$ cat config.mk
export PLATFORM = sky130hd
export DESIGN_NAME = active_expired_priority_scheduler_flat
export DESIGN_NICKNAME = d
export VERILOG_FILES = /design/src/design/aeps_pkg.sv /design/src/design/aeps_stream_if.sv /design/src/design/aeps_qset.sv /design/src/design/active_expired_priority_scheduler.sv /design/src/flat_wrapper.sv
export SDC_FILE = /design/constraint.sdc
export NUM_CORES = 2
export LEC_CHECK = 0
export BUFFER_PORTS_ARGS = -buffer_cell sky130_fd_sc_hd__clkbuf_2
export CORE_ASPECT_RATIO = 1.75
export CORE_MARGIN = 4
export CORE_UTILIZATION = 40
export CTS_BUF_LIST = sky130_fd_sc_hd__clkbuf_8 sky130_fd_sc_hd__clkbuf_16
export DETAILED_ROUTE_END_ITERATION = 10
export GPL_TIMING_DRIVEN = 0
export PLACE_DENSITY = 0.53
export SLEW_MARGIN = 20
export SYNTH_ARGS = -nofsm -noshare
export SYNTH_HDL_FRONTEND = slang
export SYNTH_SLANG_ARGS = --single-unit
$ cat constraint.sdc
create_clock -name clk_i -period 8 [get_ports clk_i]
set_clock_uncertainty 0.05 [all_clocks]
set_input_delay 1.6 -clock clk_i [delete_from_list [all_inputs] [get_ports clk_i]]
set_output_delay 1.6 -clock clk_i [all_outputs]
set_load 0.01 [all_outputs]
$ cat src/design/aeps_pkg.sv
// Shared types, constants and helper functions of the active/expired priority scheduler.
package aeps_pkg;

  localparam int NumPrio  = 32;
  localparam int MaxTasks = 16;
  localparam int NumSets  = 2;
  localparam int TaskW    = 4;
  localparam int PrioW    = $clog2(NumPrio);

  typedef logic [TaskW-1:0]   task_t;
  typedef logic [PrioW-1:0]   prio_t;
  typedef logic [NumPrio-1:0] pmap_t;

  typedef enum logic [1:0] {
    CMD_ENQ   = 2'd0,
    CMD_DEQ   = 2'd1,
    CMD_ELECT = 2'd2
  } cmd_e;

  typedef struct packed {
    cmd_e       cmd;
    task_t      task_id;
    logic [4:0] priority_req;
    task_t      current_id;
    logic       current_is_idle;
    logic       current_terminated;
    logic       current_slice_expired;
    logic [4:0] current_priority;
  } req_t;

  typedef struct packed {
    task_t next_id;
    logic  is_idle;
    logic  error;
    logic  reload_slice;
  } rsp_t;

  // Write and read-address controls for one set of run queues.
  typedef struct packed {
    prio_t hd_raddr;
    prio_t tl_raddr;
    logic  hda_we;
    prio_t hda_addr;
    task_t hda_data;
    logic  hdb_we;
    prio_t hdb_addr;
    task_t hdb_data;
    logic  tl_we;
    prio_t tl_waddr;
    task_t tl_wdata;
    logic  set_we;
    prio_t set_addr;
    logic  clr_we;
    prio_t clr_addr;
  } qset_wr_t;

  typedef struct packed {
    pmap_t map;
    task_t hd;
    task_t tl;
    logic  eq;
  } qset_rd_t;

  function automatic prio_t clamp_prio(logic [4:0] p);
    return (32'(p) >= NumPrio) ? prio_t'(NumPrio - 1) : prio_t'(p);
  endfunction

  // Index of the lowest set bit; zero for an empty map.
  function automatic prio_t lowest_prio(pmap_t m);
    pmap_t oh;
    prio_t idx;
    oh  = m & (~m + pmap_t'(1));
    idx = '0;
    for (int i = 0; i < NumPrio; i++) begin
      if (oh[i]) idx = idx | prio_t'(i);
    end
    return idx;
  endfunction

endpackage

$ cat src/design/aeps_stream_if.sv
// Valid/ready stream interface carrying one payload struct.
interface aeps_stream_if #(parameter type payload_t = aeps_pkg::req_t);
  logic     valid;
  logic     ready;
  payload_t payload;

  modport source (output valid, output payload, input ready);
  modport sink (input valid, input payload, output ready);
endinterface

$ cat src/design/aeps_qset.sv
// One set of per-priority run queues: head and tail files, head-equals-tail flags, bitmap.
module aeps_qset (
  input  logic              clk_i,
  input  logic              rst_ni,
  input  aeps_pkg::qset_wr_t wr_i,
  output aeps_pkg::qset_rd_t rd_o
);
  import aeps_pkg::*;

  task_t head_q [NumPrio];
  task_t tail_q [NumPrio];
  logic  eq_q   [NumPrio];
  task_t head_d [NumPrio];
  task_t tail_d [NumPrio];
  logic  eq_d   [NumPrio];
  pmap_t map_q, map_d;

  always_comb begin
    for (int i = 0; i < NumPrio; i++) begin
      head_d[i] = head_q[i];
      tail_d[i] = tail_q[i];
      if (wr_i.hda_we && wr_i.hda_addr == prio_t'(i)) head_d[i] = wr_i.hda_data;
      // append after unlink: the second head port wins
      if (wr_i.hdb_we && wr_i.hdb_addr == prio_t'(i)) head_d[i] = wr_i.hdb_data;
      if (wr_i.tl_we && wr_i.tl_waddr == prio_t'(i)) tail_d[i] = wr_i.tl_wdata;
      eq_d[i] = (head_d[i] == tail_d[i]);
    end
  end

  always_comb begin
    map_d = map_q;
    if (wr_i.clr_we) map_d[wr_i.clr_addr] = 1'b0;
    if (wr_i.set_we) map_d[wr_i.set_addr] = 1'b1;
  end

  always_ff @(posedge clk_i) begin
    for (int i = 0; i < NumPrio; i++) begin
      head_q[i] <= head_d[i];
      tail_q[i] <= tail_d[i];
      eq_q[i]   <= eq_d[i];
    end
  end

  always_ff @(posedge clk_i or negedge rst_ni) begin
    if (!rst_ni) begin
      map_q <= '0;
    end else begin
      map_q <= map_d;
    end
  end

  assign rd_o.map = map_q;
  assign rd_o.hd  = head_q[wr_i.hd_raddr];
  assign rd_o.eq  = eq_q[wr_i.hd_raddr];
  assign rd_o.tl  = tail_q[wr_i.tl_raddr];

endmodule

$ cat src/design/active_expired_priority_scheduler.sv
// Top level of the active/expired priority scheduler.
// Requests (enqueue, dequeue, elect) are taken one per cycle while the response
// side is not stalled, and each gives exactly one response, in order: the request
// lands in an input register, and then a single pass of logic (bitmap select and
// swap, lowest-bit priority encode, head/tail and link register-file access,
// unlink and append) updates the queues and loads the response register. A
// stalled response holds the next request in the input register, so at most two
// requests are in flight. Queues are FIFO per priority, priority 0 highest; the
// bitmaps are cleared at reset and no clearing pass is needed before use.
module active_expired_priority_scheduler (
  input  logic                 clk_i,
  input  logic                 rst_ni,
  aeps_stream_if.sink          req_i,
  aeps_stream_if.source        rsp_o
);
  import aeps_pkg::*;

  req_t     req_q;
  logic     req_v_q;
  rsp_t     rsp_q, rsp_d;
  logic     rsp_v_q;
  logic     sel_q;
  task_t    next_link_q [MaxTasks];
  task_t    prev_link_q [MaxTasks];
  qset_wr_t wr [NumSets];
  qset_rd_t rd [NumSets];

  logic  advance, fire;
  logic  is_enq, is_deq, is_el, deq_err, el_pop, el_idle, requeue, swap;
  logic  act_e, aset;
  prio_t preq, cprio, p_sel, rprio, aprio, tl_raddr;
  task_t rtask, atask, hd, tl, nl_rd, pl_rd;
  logic  eq, task_ok, cur_ok;
  logic  do_remove, rm, hit_h, hit_t, r_clear, r_newhead, r_newtail, r_splice;
  logic  do_append, a_empty;
  logic  nl_we, pl_we;
  task_t nl_waddr, nl_wdata, pl_waddr, pl_wdata;

  for (genvar s = 0; s < NumSets; s++) begin : g_set
    aeps_qset u_qset (
      .clk_i (clk_i),
      .rst_ni(rst_ni),
      .wr_i  (wr[s]),
      .rd_o  (rd[s])
    );
  end

  // handshake: the input register drains whenever the response register can load
  assign advance     = !rsp_v_q || rsp_o.ready;
  assign fire        = req_v_q && advance;
  assign req_i.ready = !req_v_q || advance;
  assign rsp_o.valid = rsp_v_q;
  assign rsp_o.payload = rsp_q;

  // decode
  always_comb begin
    preq    = clamp_prio(req_q.priority_req);
    cprio   = clamp_prio(req_q.current_priority);
    task_ok = ({1'b0, req_q.task_id} < (TaskW + 1)'(MaxTasks));
    cur_ok  = ({1'b0, req_q.current_id} < (TaskW + 1)'(MaxTasks));
    is_enq  = (req_q.cmd == CMD_ENQ) && task_ok;
    is_deq  = (req_q.cmd == CMD_DEQ) && task_ok;
    is_el   = (req_q.cmd == CMD_ELECT);
    deq_err = is_deq && !req_q.current_is_idle && (req_q.task_id == req_q.current_id);

    swap    = is_el && (rd[sel_q].map == '0) && (rd[!sel_q].map != '0);
    act_e   = sel_q ^ swap;
    p_sel   = lowest_prio(rd[act_e].map);
    el_pop  = is_el && (rd[act_e].map != '0);
    el_idle = is_el && (rd[act_e].map == '0);
    requeue = el_pop && !req_q.current_is_idle && !req_q.current_terminated && cur_ok;

    rprio   = is_el ? p_sel : preq;
    hd      = rd[act_e].hd;
    eq      = rd[act_e].eq;
    rtask   = is_el ? hd : req_q.task_id;

    aset     = is_el ? (req_q.current_slice_expired ? !act_e : act_e) : sel_q;
    aprio    = is_enq ? preq : cprio;
    atask    = is_enq ? req_q.task_id : req_q.current_id;
    tl_raddr = is_el ? cprio : preq;
    tl       = rd[aset].tl;
  end

  assign nl_rd = next_link_q[rtask];
  assign pl_rd = prev_link_q[rtask];

  // unlink, then append
  always_comb begin
    do_remove = (is_deq && !deq_err) || el_pop;
    rm        = do_remove && rd[act_e].map[rprio];
    hit_h     = (hd == rtask);
    hit_t     = (tl == rtask);
    r_clear   = rm && hit_h && eq;
    r_newhead = rm && hit_h && !eq;
    r_newtail = rm && !hit_h && hit_t;
    r_splice  = rm && !hit_h && !hit_t;

    do_append = is_enq || requeue;
    a_empty   = !rd[aset].map[aprio] || (r_clear && (aset == act_e) && (aprio == rprio));

    nl_we    = (do_append && !a_empty) || r_splice;
    nl_waddr = r_splice ? pl_rd : tl;
    nl_wdata = r_splice ? nl_rd : atask;
    pl_we    = nl_we;
    pl_waddr = r_splice ? nl_rd : atask;
    pl_wdata = r_splice ? pl_rd : tl;
  end

  always_comb begin
    for (int s = 0; s < NumSets; s++) begin
      wr[s].hd_raddr = rprio;
      wr[s].tl_raddr = tl_raddr;
      wr[s].hda_we   = fire && r_newhead && (act_e == 1'(s));
      wr[s].hda_addr = rprio;
      wr[s].hda_data = nl_rd;
      wr[s].hdb_we   = fire && do_append && a_empty && (aset == 1'(s));
      wr[s].hdb_addr = aprio;
      wr[s].hdb_data = atask;
      wr[s].tl_we    = fire && ((do_append && (aset == 1'(s))) ||
                                (r_newtail && (act_e == 1'(s))));
      wr[s].tl_waddr = do_append ? aprio : rprio;
      wr[s].tl_wdata = do_append ? atask : pl_rd;
      wr[s].set_we   = fire && do_append && (aset == 1'(s));
      wr[s].set_addr = aprio;
      wr[s].clr_we   = fire && r_clear && (act_e == 1'(s));
      wr[s].clr_addr = rprio;
    end
  end

  always_comb begin
    rsp_d.next_id      = el_pop ? hd : '0;
    rsp_d.is_idle      = el_idle;
    rsp_d.error        = deq_err;
    rsp_d.reload_slice = requeue && req_q.current_slice_expired;
  end

  always_ff @(posedge clk_i) begin
    if (fire && nl_we) next_link_q[nl_waddr] <= nl_wdata;
    if (fire && pl_we) prev_link_q[pl_waddr] <= pl_wdata;
    if (req_i.valid && req_i.ready) req_q <= req_i.payload;
    if (fire) rsp_q <= rsp_d;
  end

  always_ff @(posedge clk_i or negedge rst_ni) begin
    if (!rst_ni) begin
      req_v_q <= 1'b0;
      rsp_v_q <= 1'b0;
      sel_q   <= 1'b0;
    end else begin
      if (req_i.valid && req_i.ready) begin
        req_v_q <= 1'b1;
      end else if (fire) begin
        req_v_q <= 1'b0;
      end
      if (fire) begin
        rsp_v_q <= 1'b1;
      end else if (rsp_o.ready) begin
        rsp_v_q <= 1'b0;
      end
      if (fire) sel_q <= sel_q ^ swap;
    end
  end

endmodule

$ cat src/flat_wrapper.sv
// flat-port wrapper written by rule: the top's interface ports become plain ports
module active_expired_priority_scheduler_flat import aeps_pkg::*;
  (clk_i, rst_ni, req_i_valid, req_i_payload, req_i_ready, rsp_o_valid, rsp_o_payload, rsp_o_ready);
  aeps_stream_if #(.payload_t(req_t)) req_i_i ();
  aeps_stream_if #(.payload_t(rsp_t)) rsp_o_i ();
  input  logic clk_i;
  input  logic rst_ni;
  input wire logic [$bits(req_i_i.valid)-1:0] req_i_valid;
  input wire logic [$bits(req_i_i.payload)-1:0] req_i_payload;
  output wire logic [$bits(req_i_i.ready)-1:0] req_i_ready;
  output wire logic [$bits(rsp_o_i.valid)-1:0] rsp_o_valid;
  output wire logic [$bits(rsp_o_i.payload)-1:0] rsp_o_payload;
  input wire logic [$bits(rsp_o_i.ready)-1:0] rsp_o_ready;
  assign req_i_i.valid = req_i_valid;
  assign req_i_i.payload = req_i_payload;
  assign req_i_ready = req_i_i.ready;
  assign rsp_o_valid = rsp_o_i.valid;
  assign rsp_o_payload = rsp_o_i.payload;
  assign rsp_o_i.ready = rsp_o_ready;
  active_expired_priority_scheduler u_core (.clk_i(clk_i), .rst_ni(rst_ni), .req_i(req_i_i), .rsp_o(rsp_o_i));
endmodule
==> impl_metrics.env <==
export IMPL_ys_ff_latch=801
export IMPL_critPathCaptureType="flip-flop"
export IMPL_slowest_delay_ns=0.67
export IMPL_core_mm2=0.109
export IMPL_met3_length_um=28000
export IMPL_routed_wl_um=292000
export IMPL_fmax_mhz=121
export IMPL_grt_setup_unrepaired="true"
export IMPL_multi_input_area_mm2=0.0270
export IMPL_grt_pass1_vias=42500
export IMPL_netSwitchingPower_uw=7260
export IMPL_min_delay_start="u_core.req_v_q"
export IMPL_r2r_cells=29
export IMPL_hp_class="reg -> reg"
export IMPL_cp_arrival_ns=8.85
export IMPL_reg2reg_slack_ns=-0.28
export IMPL_vias_per_cell=6.77
export IMPL_final_cell_mix="dfxtp_1 (576), mux2i_1 (378), nand2_1 (370)"
export IMPL_cap_violations=0
export IMPL_ctsLongestPathBuffers=3
export IMPL_cts_num_sinks=801
export IMPL_final_nets=4833
export IMPL_seq_area_mm2=0.0180
export IMPL_dr_first_iter_drc_count=4972
export IMPL_drt_pass1_iterations=8
export IMPL_vias=43100
export IMPL_seq_power_share=0.306
export IMPL_hold_end="u_core.rsp_o.valid"
export IMPL_p_comb_frac=0.428
export IMPL_syn_nets=4523
export IMPL_dpl_worst_slack_ns=-4.60
export IMPL_place_hpwl_um=218000
export IMPL_critPathLaunchType="flip-flop"
export IMPL_rr_endpoint="u_core.g_set[0].u_qset.eq_q[21]"
export IMPL_clk_latency_ns=0.75
export IMPL_top_layer_used="met5"
export IMPL_antenna_found_initial=31
export IMPL_netlist_area_mm2=0.0436
export IMPL_clkPwrFrac=0.266
export IMPL_cts_max_level=3
export IMPL_start_util=0.402
export IMPL_gp_congestion=1.09
export IMPL_finalWorstSetupSlack_ns=-0.275
export IMPL_synth_async_sr_flop_share=0.0836
export IMPL_slew_viol_final=0
export IMPL_cts_root_buf="clkbuf_16"
export IMPL_synthCells=4496
export IMPL_die_area_mm2=0.115
export IMPL_antenna_left=0
export IMPL_grt_pass1_wl_um=379000
export IMPL_nFillCells=10200
export IMPL_grt_ovfl_total=0
export IMPL_p_total_uw=16800
export IMPL_ios=36
export IMPL_portBuffers=35
export IMPL_holdWs_ns=0.447
export IMPL_wl_met2_um=129000
export IMPL_synth_seq_area_share=0.411
export IMPL_stdcell_area_mm2=0.0554
export IMPL_maxSlewHeadroom=0.0742
export IMPL_grt_max_degree=50
export IMPL_worstReg2RegStart="u_core.g_set[1].u_qset.map_q[21]"
export IMPL_layout_commonest_cell="dfxtp_1"
export IMPL_p_int_uw=9570
export IMPL_cpMostUsedCell="buf_6"
export IMPL_syn_avg_cell_area_um2=9.70
export IMPL_slowest_stage="nor4_4"
export IMPL_tightest_slew_ns=1.39
export IMPL_drive_gt1_frac=0.298
export IMPL_ys_flop_type="dfxtp_1"
export IMPL_syn2layout_area_growth_pct=26.9
export IMPL_required_ns=8.58
export IMPL_power_density_mw_per_mm2=304
export IMPL_leakagePower_uw=0.0211
export IMPL_wl_per_cell_um=45.9
export IMPL_synth_cell_types=105
export IMPL_fp_dieW_um=258
export IMPL_fp_row_count=160
export IMPL_worst_path_max_fanout=10
export IMPL_period_needed_ns=8.28
export IMPL_placed_area_mm2=0.0464
export IMPL_die_h_um=445
export IMPL_remaining_drc_errors=0
export IMPL_clk_pin_slew_ns=0.07
export IMPL_fin_crit_sh=1.03
export IMPL_outcome="finished with violations"
export IMPL_grt_usage=0.493
export IMPL_cts_buffers=84
export IMPL_yosysWarnings=0
export IMPL_synth_enable_flop_cells=158
export IMPL_crit_type="reg -> reg"
export IMPL_ir_drop_uv=233
export IMPL_min_path_cells=1
export IMPL_swShare=0.431
export IMPL_setup_viol=119
export IMPL_wl_met1_um=92300
export IMPL_hold_violations=0
export IMPL_cts_tree="built"
export IMPL_violations="setup timing"
## per-layer routing
layer | track usage | vias to the layer above
li1 | - | 17100
met1 | 0.488 | 21200
met2 | 0.770 | 3233
met3 | 0.160 | 1614
met4 | 0.545 | 8
met5 | 0 | -
## metrics by stage
step                      utilization  TNS (ns)  cells
after floorplan                     -         0   4496
after global placement          0.421  -4015.18   5989
after detailed placement        0.428  -2552.41   6018
after CTS                       0.492   -0.0743   6276
after global routing            0.510     -3.58   6337
final                           0.510    -10.43   6359
## final cells by class
cell class                 instances  area share
antenna                           24     0.00108
buffer                           315      0.0481
clock buffer                      95      0.0413
clock inverter                    62      0.0137
inverter                         144     0.00990
multi-input combinational       3222       0.487
sequential                       801       0.324
tap                             1458      0.0329
timing repair buffer             237      0.0416
timing repair inverter             1   0.0000904
## worst max-delay path: cells and delay by family, from the launching register on
| family | cells | cell delay (ns) |
|---|---|---|
| buf+inv | 9 | 2.24 |
| compound gates | 8 | 2.10 |
| simple gates | 11 | 3.02 |
| xor+xnor | 1 | 0.13 |
| flops | 1 | 0.50 |
## power by group through the flow
stage / sequential [µW] / clock (µW) / combinational, µW
after global placement: 5170 / 0 / 5430
final: 5150 / 4480 / 7200
after global routing: 5160 / 4620 / 7130
after detailed placement: 5180 / 0 / 5580
after floorplan: 4980 / 0 / 2810
after CTS: 5110 / 4470 / 6390
## synth_stat cells (all sizes together) (6+ instances only)
library cell | instances | area, µm²
a311oi | 26 | 245
nor3 | 114 | 676
dfrtp | 67 | 1680
nor4b | 15 | 175
o21a | 83 | 623
mux2i | 454 | 4560
o211ai | 33 | 263
nor2b | 10 | 62.6
nand3b | 11 | 82.6
nand3 | 115 | 581
nand2b | 30 | 188
a31oi | 34 | 213
nor3b | 9 | 67.6
nand2 | 381 | 1440
nand4 | 15 | 100
xnor2 | 204 | 1790
xor2 | 74 | 648
a211o | 7 | 61.3
a21o | 16 | 120
and3 | 55 | 344
edfxtp | 158 | 4740
mux2 | 178 | 2020
clkbuf | 179 | 681
a211oi | 137 | 1040
o21ai | 193 | 966
dfxtp | 576 | 11500
a221oi | 34 | 328
o31ai | 11 | 82.6
inv | 144 | 541
and4 | 28 | 248
o221ai | 7 | 67.6
nor4 | 65 | 512
mux4 | 75 | 1690
a32oi | 6 | 60.1
nor2 | 316 | 1250
buf | 151 | 975
and2 | 38 | 238
a21oi | 282 | 1420
or2 | 21 | 131
o22ai | 16 | 120
or4 | 6 | 48.8
a22oi | 30 | 230
or3 | 34 | 218
## worst max-delay path by stage
| stage | slack (ns) | to | start | cells after the start |
|---|---|---|---|---|
| finish | -0.28 | u_core.g_set[0].u_qset.eq_q[21] | u_core.g_set[1].u_qset.map_q[21] | 29 |
| global route | -0.08 | u_core.prev_link_q[8][2] | u_core.g_set[1].u_qset.map_q[20] | 33 |
| CTS | -0.02 | u_core.next_link_q[10][3] | u_core.g_set[0].u_qset.map_q[19] | 31 |
| detailed placement | -4.60 | u_core.g_set[0].u_qset.eq_q[7] | u_core.g_set[1].u_qset.map_q[17] | 27 |
| global placement | -6.35 | u_core.g_set[0].u_qset.eq_q[7] | u_core.g_set[1].u_qset.map_q[17] | 25 |
| floorplan | 1.24 | u_core.prev_link_q[12][0] | u_core.g_set[1].u_qset.map_q[20] | 28 |
## what timing repair did
item	in CTS	in global routing
hold buffers	0	0
setup endpoints to repair	896	636
resized for setup	687	321
pin swaps	62	75
cloned	2	2
buffers inserted	105	66
## cell families after synthesis
| group | Yosys count | share of synthesized area |
|---|---|---|
| DFF | 801 | 0.411 |
| buffers and inverters | 474 | 0.0503 |
| muxes | 707 | 0.189 |
| AOI/OAI and AO/OA | 965 | 0.146 |
| and+or+nand+nor | 1271 | 0.147 |
| xor gates and xnor gates | 278 | 0.0558 |
## sequential cells by signal (all words and copies together), names as in the netlist, 7 cells and up
signal and count:
u_core.rsp_o.payload 7, u_core.g_set.u_qset.eq_q 64, u_core.prev_link_q 64, u_core.g_set.u_qset.head_q 256, u_core.next_link_q 64, u_core.g_set.u_qset.map_q 64, u_core.req_q 13, u_core.g_set.u_qset.tail_q 256
No activity file was read; power rests on OpenSTA's default activity.
